### src/rtl/cnlc_pkg.sv
// shared types and constants of the card number luhn classifier
package cnlc_pkg;

    // a positive signed 64-bit number has 63 magnitude bits and at most 19 digits
    localparam int BIN_W      = 63;
    localparam int NUM_DIGITS = 19;
    localparam int BCD_W      = 4 * NUM_DIGITS;
    localparam int IDX_W      = $clog2(NUM_DIGITS + 1);
    localparam int SHIFT_W    = $clog2(BIN_W);

    // length rules
    localparam logic [IDX_W-1:0] LEN_3X     = IDX_W'(15);
    localparam logic [IDX_W-1:0] LEN_5X     = IDX_W'(16);
    localparam logic [IDX_W-1:0] LEN_4X_MIN = IDX_W'(13);
    localparam logic [IDX_W-1:0] LEN_4X_MAX = IDX_W'(16);

    // prefix digits: 34/37, 51..55, 40..49
    localparam logic [3:0] PFX_3X_HI  = 4'd3;
    localparam logic [3:0] PFX_3X_LOA = 4'd4;
    localparam logic [3:0] PFX_3X_LOB = 4'd7;
    localparam logic [3:0] PFX_5X_HI  = 4'd5;
    localparam logic [3:0] PFX_5X_MIN = 4'd1;
    localparam logic [3:0] PFX_5X_MAX = 4'd5;
    localparam logic [3:0] PFX_4X_HI  = 4'd4;

    typedef enum logic [1:0] {
        CT_INVALID   = 2'd0,
        CT_PREFIX_3X = 2'd1,
        CT_PREFIX_5X = 2'd2,
        CT_PREFIX_4X = 2'd3
    } t_card_type;

endpackage

### src/rtl/cnlc_bcd_conv.sv
// iterative binary to bcd converter, one magnitude bit per cycle (shift and add 3)
module cnlc_bcd_conv (
    input  logic                            i_clk,
    input  logic                            i_rst_n,
    input  logic                            i_start,
    input  logic [cnlc_pkg::BIN_W-1:0]      i_bin,
    output logic                            o_done,
    output logic [cnlc_pkg::BCD_W-1:0]      o_bcd
);

    logic [cnlc_pkg::BCD_W-1:0]   r_bcd, n_bcd;
    logic [cnlc_pkg::BIN_W-1:0]   r_bin, n_bin;
    logic [cnlc_pkg::SHIFT_W-1:0] r_cnt;
    logic                         r_run;
    logic                         r_done;
    logic [cnlc_pkg::BCD_W-1:0]   adj;

    // add 3 to every digit of 5 or more before the shift
    always_comb begin
        logic [3:0] dig;
        dig = 4'd0;
        for (int k = 0; k < cnlc_pkg::NUM_DIGITS; k++) begin
            dig = r_bcd[4*k +: 4];
            adj[4*k +: 4] = (dig >= 4'd5) ? dig + 4'd3 : dig;
        end
        n_bcd = {adj[cnlc_pkg::BCD_W-2:0], r_bin[cnlc_pkg::BIN_W-1]};
        n_bin = {r_bin[cnlc_pkg::BIN_W-2:0], 1'b0};
    end

    always_ff @(posedge i_clk) begin
        if (!i_rst_n) begin
            r_run  <= 1'b0;
            r_done <= 1'b0;
            r_cnt  <= '0;
        end else begin
            r_done <= 1'b0;
            if (i_start) begin
                r_run <= 1'b1;
                r_cnt <= '0;
            end else if (r_run) begin
                r_cnt <= r_cnt + 1'b1;
                if (r_cnt == cnlc_pkg::SHIFT_W'(cnlc_pkg::BIN_W - 1)) begin
                    r_run  <= 1'b0;
                    r_done <= 1'b1;
                end
            end
        end
    end

    always_ff @(posedge i_clk) begin
        if (i_start) begin
            r_bcd <= '0;
            r_bin <= i_bin;
        end else if (r_run) begin
            r_bcd <= n_bcd;
            r_bin <= n_bin;
        end
    end

    assign o_done = r_done;
    assign o_bcd  = r_bcd;

endmodule

### src/rtl/card_number_luhn_classifier.sv
// card number classifier: luhn mod 10 check plus prefix and length rules
// sequence: from accept to the o_valid strobe a positive number passes through
//   bit-serial bcd conversion, a digit scan and the result handoff; a zero or
//   negative number skips conversion and scan and goes straight to the result
// throughput: one item at a time, busy stays high until the result strobe
// reset: synchronous active-low i_rst_n returns the sequencer to idle;
//   the result is a one-cycle strobe that the receiver cannot stall
module card_number_luhn_classifier (
    input  logic               i_clk,
    input  logic               i_rst_n,
    input  logic               start,
    output logic               busy,
    input  logic signed [63:0] i_card_number,
    output logic               o_valid,
    output logic [1:0]         o_card_type
);

    // sequencer states, one-hot
    typedef enum logic [3:0] {
        S_IDLE = 4'b0001,
        S_CONV = 4'b0010,
        S_SCAN = 4'b0100,
        S_DONE = 4'b1000
    } t_state;

    t_state r_state, n_state;

    logic                               accept;
    logic                               bad_num;
    logic                               conv_done;
    logic [cnlc_pkg::BCD_W-1:0]         conv_bcd;

    // digit scan registers
    logic [cnlc_pkg::BCD_W-1:0]         r_digits;
    logic [cnlc_pkg::IDX_W-1:0]         r_idx;
    logic [cnlc_pkg::IDX_W-1:0]         r_len;
    logic [3:0]                         r_sum;
    logic [3:0]                         r_prev;
    logic [3:0]                         r_lead_hi;
    logic [3:0]                         r_lead_lo;
    logic                               r_bad;

    logic                               r_valid;
    cnlc_pkg::t_card_type               r_type;

    // current digit and its luhn contribution
    logic [3:0]                         dig;
    logic [4:0]                         dbl;
    logic [3:0]                         contrib;
    logic [4:0]                         sum_raw;
    logic [3:0]                         n_sum;
    cnlc_pkg::t_card_type               n_type;

    assign accept  = start && r_state == S_IDLE;
    // zero or sign bit set is rejected without conversion
    assign bad_num = i_card_number[63] || i_card_number == 64'sd0;

    cnlc_bcd_conv u_conv (
        .i_clk   (i_clk),
        .i_rst_n (i_rst_n),
        .i_start (accept && !bad_num),
        .i_bin   (i_card_number[cnlc_pkg::BIN_W-1:0]),
        .o_done  (conv_done),
        .o_bcd   (conv_bcd)
    );

    // luhn: every second digit, from the second rightmost on, is doubled, a product
    // above 9 loses 9; the sum is kept modulo 10 as it accumulates
    always_comb begin
        dig     = r_digits[3:0];
        dbl     = {dig, 1'b0};
        if (r_idx[0]) begin
            contrib = (dbl > 5'd9) ? 4'(dbl - 5'd9) : dbl[3:0];
        end else begin
            contrib = dig;
        end
        sum_raw = {1'b0, r_sum} + {1'b0, contrib};
        n_sum   = (sum_raw >= 5'd10) ? 4'(sum_raw - 5'd10) : sum_raw[3:0];
    end

    // classification in priority order once the scan is over
    always_comb begin
        n_type = cnlc_pkg::CT_INVALID;
        priority if (r_bad || r_sum != 4'd0) begin
            n_type = cnlc_pkg::CT_INVALID;
        end else if (r_lead_hi == cnlc_pkg::PFX_3X_HI
                     && (r_lead_lo == cnlc_pkg::PFX_3X_LOA
                         || r_lead_lo == cnlc_pkg::PFX_3X_LOB)
                     && r_len == cnlc_pkg::LEN_3X) begin
            n_type = cnlc_pkg::CT_PREFIX_3X;
        end else if (r_lead_hi == cnlc_pkg::PFX_5X_HI
                     && r_lead_lo >= cnlc_pkg::PFX_5X_MIN
                     && r_lead_lo <= cnlc_pkg::PFX_5X_MAX
                     && r_len == cnlc_pkg::LEN_5X) begin
            n_type = cnlc_pkg::CT_PREFIX_5X;
        end else if (r_lead_hi == cnlc_pkg::PFX_4X_HI
                     && r_len >= cnlc_pkg::LEN_4X_MIN
                     && r_len <= cnlc_pkg::LEN_4X_MAX) begin
            n_type = cnlc_pkg::CT_PREFIX_4X;
        end else begin
            n_type = cnlc_pkg::CT_INVALID;
        end
    end

    // next state
    always_comb begin
        n_state = r_state;
        unique case (r_state)
            S_IDLE: begin
                if (accept) begin
                    n_state = bad_num ? S_DONE : S_CONV;
                end
            end
            S_CONV: begin
                if (conv_done) begin
                    n_state = S_SCAN;
                end
            end
            S_SCAN: begin
                if (r_idx == cnlc_pkg::IDX_W'(cnlc_pkg::NUM_DIGITS - 1)) begin
                    n_state = S_DONE;
                end
            end
            S_DONE: begin
                n_state = S_IDLE;
            end
            default: begin
                n_state = S_IDLE;
            end
        endcase
    end

    // control state
    always_ff @(posedge i_clk) begin
        if (!i_rst_n) begin
            r_state <= S_IDLE;
            r_valid <= 1'b0;
        end else begin
            r_state <= n_state;
            r_valid <= r_state == S_DONE;
        end
    end

    // datapath: load digits, then walk them from the least significant end
    always_ff @(posedge i_clk) begin
        if (accept) begin
            r_bad <= bad_num;
        end
        if (r_state == S_CONV && conv_done) begin
            r_digits  <= conv_bcd;
            r_idx     <= '0;
            r_len     <= '0;
            r_sum     <= 4'd0;
            r_prev    <= 4'd0;
            r_lead_hi <= 4'd0;
            r_lead_lo <= 4'd0;
        end else if (r_state == S_SCAN) begin
            r_digits <= r_digits >> 4;
            r_idx    <= r_idx + 1'b1;
            r_sum    <= n_sum;
            r_prev   <= dig;
            // highest nonzero digit so far sets length and leading pair
            if (dig != 4'd0) begin
                r_len     <= r_idx + 1'b1;
                r_lead_hi <= dig;
                r_lead_lo <= r_prev;
            end
        end
        if (r_state == S_DONE) begin
            r_type <= n_type;
        end
    end

    assign busy        = r_state != S_IDLE;
    assign o_valid     = r_valid;
    assign o_card_type = r_type;

endmodule
### config.mk
export PLATFORM = sky130hd
export DESIGN_NAME = card_number_luhn_classifier
export DESIGN_NICKNAME = d
export VERILOG_FILES = /design/src/rtl/cnlc_pkg.sv /design/src/rtl/cnlc_bcd_conv.sv /design/src/rtl/card_number_luhn_classifier.sv
export SDC_FILE = /design/constraint.sdc
export NUM_CORES = 1
export LEC_CHECK = 0
export BUFFER_PORTS_ARGS = -buffer_cell sky130_fd_sc_hd__buf_2
export CAP_MARGIN = 0
export CORE_MARGIN = 3
export CORE_UTILIZATION = 50
export DETAILED_ROUTE_END_ITERATION = 8
export PLACE_DENSITY = 0.74
export SETUP_SLACK_MARGIN = 0.2
export SLEW_MARGIN = 20
export SYNTH_ARGS = -nofsm -noshare
export SYNTH_HDL_FRONTEND = slang
export SYNTH_HIERARCHICAL = 1
export SYNTH_SLANG_ARGS = --single-unit
export TNS_END_PERCENT = 10
### constraint.sdc
create_clock -name i_clk -period 4.2 [get_ports i_clk]
set_clock_uncertainty 0.05 [all_clocks]
set_input_delay 0.63 -clock i_clk [delete_from_list [all_inputs] [get_ports i_clk]]
set_output_delay 0.63 -clock i_clk [all_outputs]
set_load 0.02 [all_outputs]
[Word-level counts from Yosys, hierarchy flattened]
Index checks and enable logic that the tools add are counted.
Storage, ports and cells
  bits in registers: 257
  bits of input ports: 67
  output and inout bits: 4
Cells by class
  add/subtract/negate cells: 24
  magnitude comparators: 25
  equal/unequal tests: 17
  muxes and demuxes: 38
  bitwise logic cells: 2
  reductions and logical operators: 24
Operators by type and width (number)
  $mux 76: 2
  $mux 63: 2
  $mux 4: 25
  $ge 4x3->1 const B: 19
  $add 4x2->4 const B: 18
  $logic_not 64->1: 1
  $eq 4x3->1 const B: 5
  $pmux 4 s3: 1
  $eq 5x5->1 const B: 2
  $ge 5x4->1 const B: 2
  $logic_and 1x1->1: 10
  $eq 4x2->1 const B: 2
  $reduce_bool 4->1: 2
  $sub 4x4->4 const B: 2
  $add 6x1->6 const B: 1
  $eq 6x6->1 const B: 1
  $add 4x4->5: 1
  $add 5x1->5 const B: 1
  $eq 5x4->1 const B: 1
  $gt 5x4->1 const B: 1
  $le 5x5->1 const B: 1
  $mux 1: 5
  $eq 4x1->1 const B: 1
  $eq 4x4->1 const B: 1
  16 further kinds: 23

[Longest topological paths before layout]
  depth after elaboration: 6
  mapped depth: 14
  mapped depth without buffers: 14

[By module]
Netlist, hierarchy kept.
Modules (own cells, without submodules)
  cnlc_bcd_conv: instances 1, cells each 732, area each 7576.0 um^2
  card_number_luhn_classifier: instances 1, cells each 540, area each 5149.9 um^2

[Worst setup path before layout]
No wires, ideal clock.
  path type: flip-flop to flip-flop
  from: register r_digits[0] (netlist bit)
  to: register r_sum[1]
  data arrival time: 3108 ps
  slack: 979 ps
  cell stages (with the launch flop): 15
  path buffers: 0
  period minus slack after synthesis: 3221 ps
  path through: edfxtp_1 > inv_1 > ha_1 > inv_1 > a21oi_1 > xnor2_1 > nand2_1 > a21boi_0 > fa_1 > xor2_1 > ha_1 > a21boi_0 > o21ai_0 > a2111o_1 > nand3_1
On the way
  word-level cells in the longest chain between the ends: 6
  elaborated cells on any way between the ends: 8
  classes of those cells: 3 x add/sub; 2 x order compare; 3 x mux
RTL lines
  start, declared: line card_number_luhn_classifier.sv:34  | logic [cnlc_pkg::BCD_W-1:0] r_digits;
  start signal, assigned: line card_number_luhn_classifier.sv:150  | r_digits <= conv_bcd;
  start signal, assigned: line card_number_luhn_classifier.sv:158  | r_digits <= r_digits >> 4;
  $sub 4x4->4 or $gt 5x4->1 (tied branches): line card_number_luhn_classifier.sv:73  | contrib = (dbl > 5'd9) ? 4'(dbl - 5'd9) : dbl[3:0];
  $mux 4: line card_number_luhn_classifier.sv:73
  $mux 4 (*): line card_number_luhn_classifier.sv:72  | if (r_idx[0]) begin
  $add 4x4->5 (*): line card_number_luhn_classifier.sv:77  | sum_raw = {1'b0, r_sum} + {1'b0, contrib};
  $sub 4x4->4 or $ge 5x4->1 (tied branches): line card_number_luhn_classifier.sv:78  | n_sum = (sum_raw >= 5'd10) ? 4'(sum_raw - 5'd10) : sum_raw[3:0];
  $mux 4 (*): line card_number_luhn_classifier.sv:78
  end signal, assigned: line card_number_luhn_classifier.sv:160  | r_sum <= n_sum;
  end, declared: line card_number_luhn_classifier.sv:37  | logic [3:0] r_sum;
Mark *: on every way between the ends. The rest lies on a longest branch, timed or not.
A chain may end at the register's enable or synchronous reset.

[Final worst setup path]
  from: register r_digits[0] (netlist bit)
  to: register r_sum[2]
Same word-level chain as after synthesis.

==> metrics.txt <==
status=finished clean; CP endpoint kind=flip-flop; I/O Pins=71; WP data arrival=4.05 ns; gr ovfl total=0; Yosys cell types=60; Static Leak=5.38 nW; register area=6570 um^2; layout overhead on the synthesized area=11.3%; Yosys top cell area share=33.5%; Port Buffers=70; Post-DRT Antenna Nets=0; starting density of the core=51.6%; internal power=5.11 mW; Tot Pwr=7.38 mW; DIE AREA=27,400 um^2; delay-heaviest family, CP=compound AO/OA/AOI/OAI gates; sequential power share=46.8%; area of the multi-input gates=5550 um^2; Core Region=24,700 um^2; number of global-route vias before repair=8,852; first-pass GRT wire length=42,300 um; setup slack after layout=0.571 ns; 1st-iter DRT viols=906; Max stage delay on crit path=0.48 ns; proportion of layout cells with a drive suffix above 1=16.1%; Critical Path RT=4.62 ns; Fin. Hold Viols=0; Die Span X=166 um; Worst IR Drop VDD=0.297 mV; WL/cell=15.3 um; antenna violations before repair=0; Synth Warn #=6; EDFF count, synth=142; Clock transition at path regs=0.06 ns; Ant. Diodes=0; Place WS=0.575 ns; clk buf depth=3; setup bufs post-CTS=0; H-tree levels=1; max-slew violations=0; Num CTS Buffers=27; GRT Resource Usage Total=18.3%; Synth area leaders=edfxtp_1 (34%), dfxtp_1 (18%), nand2_1 (7.6%), mux2_2 (5.5%), ha_1 (4.7%); top-count cell post-synth=nand2_1; Slew HR=28.2%; unrepaired setup endpoints after global routing=no; pwr/cell area=521 nW/um^2; CP bufs+invs=2; Net Switching=2.27 mW; Clk pwr share=31.8%; setup tns final=0 ns; Hold WS=0.335 ns; Final Instance Count excl. Fillers=1,662; first drt pass iteration count=5; startpoint types=flip-flop; Hold Path Class=primary input to flip-flop; critical path class=flip-flop to flip-flop; Synth Cell Area=12,700 um^2; Synth Register Bits=257; row count=57; synth cell count leaders=nand2_1 (256), edfxtp_1 (142), dfxtp_1 (115), inv_1 (83), a21oi_1 (79); Final min period=3.63 ns; FFs w/ async S/R, synth=0%; FMAX=276 MHz; cell taking the most area after synthesis=edfxtp_1; DRC Markers=0; Critical Path, Cell by Cell=inv_1 -> ha_1 -> inv_1 -> a21oi_1 -> xnor2_1 -> nand2_1 -> a21boi_0 -> fa_1 -> xor2_2 -> ha_1 -> a21boi_0 -> o21ai_0 -> a2111o_1 -> nand3_1; Seq/Total Area, Yosys=51.6%; cells after synthesis=1,272; Die Y=166 um; Switching Share=30.8%; pin count of the biggest net entering global routing=168; Final setup viols=0; Primary FF master, synth=edfxtp_1; Final Wtd Congestion=0.774; syn_nets=1,388; worst-skew pair later-pin latency=0.53 ns; placed cell count=1,612; Worst-Margin Slew=1.08 ns; MaxCap Viol Count=0; crit path max fanout=5; # fillers=2,105; CTS Hold Bufs=0; clock sink count=257; period utilization=86.4%; layout net count=1,433; Crit-path slowest cell=fa_1; Via density=5.70; CTS tree=yes; combinational share of power=21.5%; dpl hpwl=16,100 um; total number of vias=9,480; final wirelength=25,500 um; Root Driver=clkbuf_16; Post-Syn Area per Cell=10.0 um^2
layout make-up:
class,instances,share of cell area [%]
tap,324,2.86
sequential,257,46.4
multi-input combinational,868,39.2
timing repair buffer,79,3.22
clock inverter,16,1.11
clock buffer,34,5.03
inverter,84,2.23
registers in the layout (all words and copies together), names as in the netlist:
signal and flops:
r_len 5, u_conv/o_done 1, r_lead_lo 4, r_digits 76, r_state 4, u_conv/r_run 1, u_conv/o_bcd 76, u_conv/r_bin 63
o_card_type 2, r_sum 4, r_idx 5, o_valid 1, u_conv/r_cnt 6, r_lead_hi 4, r_prev 4, r_bad 1
stage by stage:
stage	area, um^2	utilization (%)
6_report	14200	57.4
5_1_grt	14200	57.4
4_1_cts	14200	57.4
3_5_place_dp	13300	53.8
3_3_place_gp	13300	53.8
2_1_floorplan	12700	-
cells by family after synthesis:
logic type      count (synthesis)  share of synthesized area [%]
simple gates                  453                           16.2
compound gates                282                           15.2
flops                         257                           51.6
buf+inv                       147                           4.99
mux                            72                           6.27
fa+ha+maj                      49                           4.88
xor+xnor                       12                          0.826
layer usage:
layer	global-route usage, %	routed length (um)	up-vias
met3	2.82	1210	38
met4	4.46	463	0
met5	0	0	-
met2	29.2	11800	223
li1	-	-	4717
met1	26.2	12000	4502
timing repair:
item | in CTS | in global routing
endpoints found under the hold margin | 0 | 0
resized for setup | 0 | 1
endpoints found under the setup margin | 0 | 2
worst paths after layout:
check | from | endpoint | slack [ns] | depth (start not counted)
max | r_digits[0] | r_sum[2] | 0.57 | 14
min | i_rst_n | r_state[2] | 0.34 | 2
max reg2reg | r_digits[0] | r_sum[2] | 0.57 | 14
min reg2reg | u_conv/o_bcd[75] | u_conv/o_bcd[75] | 0.42 | 2
worst reg2reg max path: cells and delay by family, from the launching register on:
| kind | cells | cell delay, ns |
|---|---|---|
| buffers and inverters | 2 | 0.17 |
| adders and majority gates | 3 | 1.02 |
| DFF | 1 | 0.44 |
| AOI/OAI and AO/OA | 5 | 1.34 |
| xor gates and xnor gates | 2 | 0.40 |
| and+or+nand+nor | 2 | 0.15 |
power groups by stage:
stage	Clock, mW	Sequential [mW]	Combinational, mW
after global routing	2.49	3.52	1.80
after global placement	0	3.48	1.48
final	2.34	3.45	1.59
after CTS	2.39	3.44	1.57
after detailed placement	0	3.49	1.55
after floorplan	0	3.36	1.29
cell usage in the layout (no fill, tap or decap), drive strengths merged, types with 3 or more instances in the layout:
master  synthesis  routed
clkinv          0      12
o22ai          16      16
nand3          33      33
nand2b          6       6
nor2           36      36
o21ai          88      88
mux2           62      62
clkbuf         20      34
nand2         256     256
inv            84      85
ha             48      48
o31ai           4       4
buf            43      79
nor4b           4       4
a221oi         15      15
a21oi          80      80
nor4           18      18
bufinv          0       3
nor3b           3       3
nor3           31      31
o32ai          17      17
a211oi         12      12
or3            16      16
nor2b           6       6
xor2            7       7
nand4          24      24
xnor2           5       5
and2            4       4
a22o            4       4
mux2i          10      10
dfxtp         115     115
edfxtp        142     142
and3            7       7
a311o          15      15
o22a           15      15
Power figures use the tool's default switching activity.
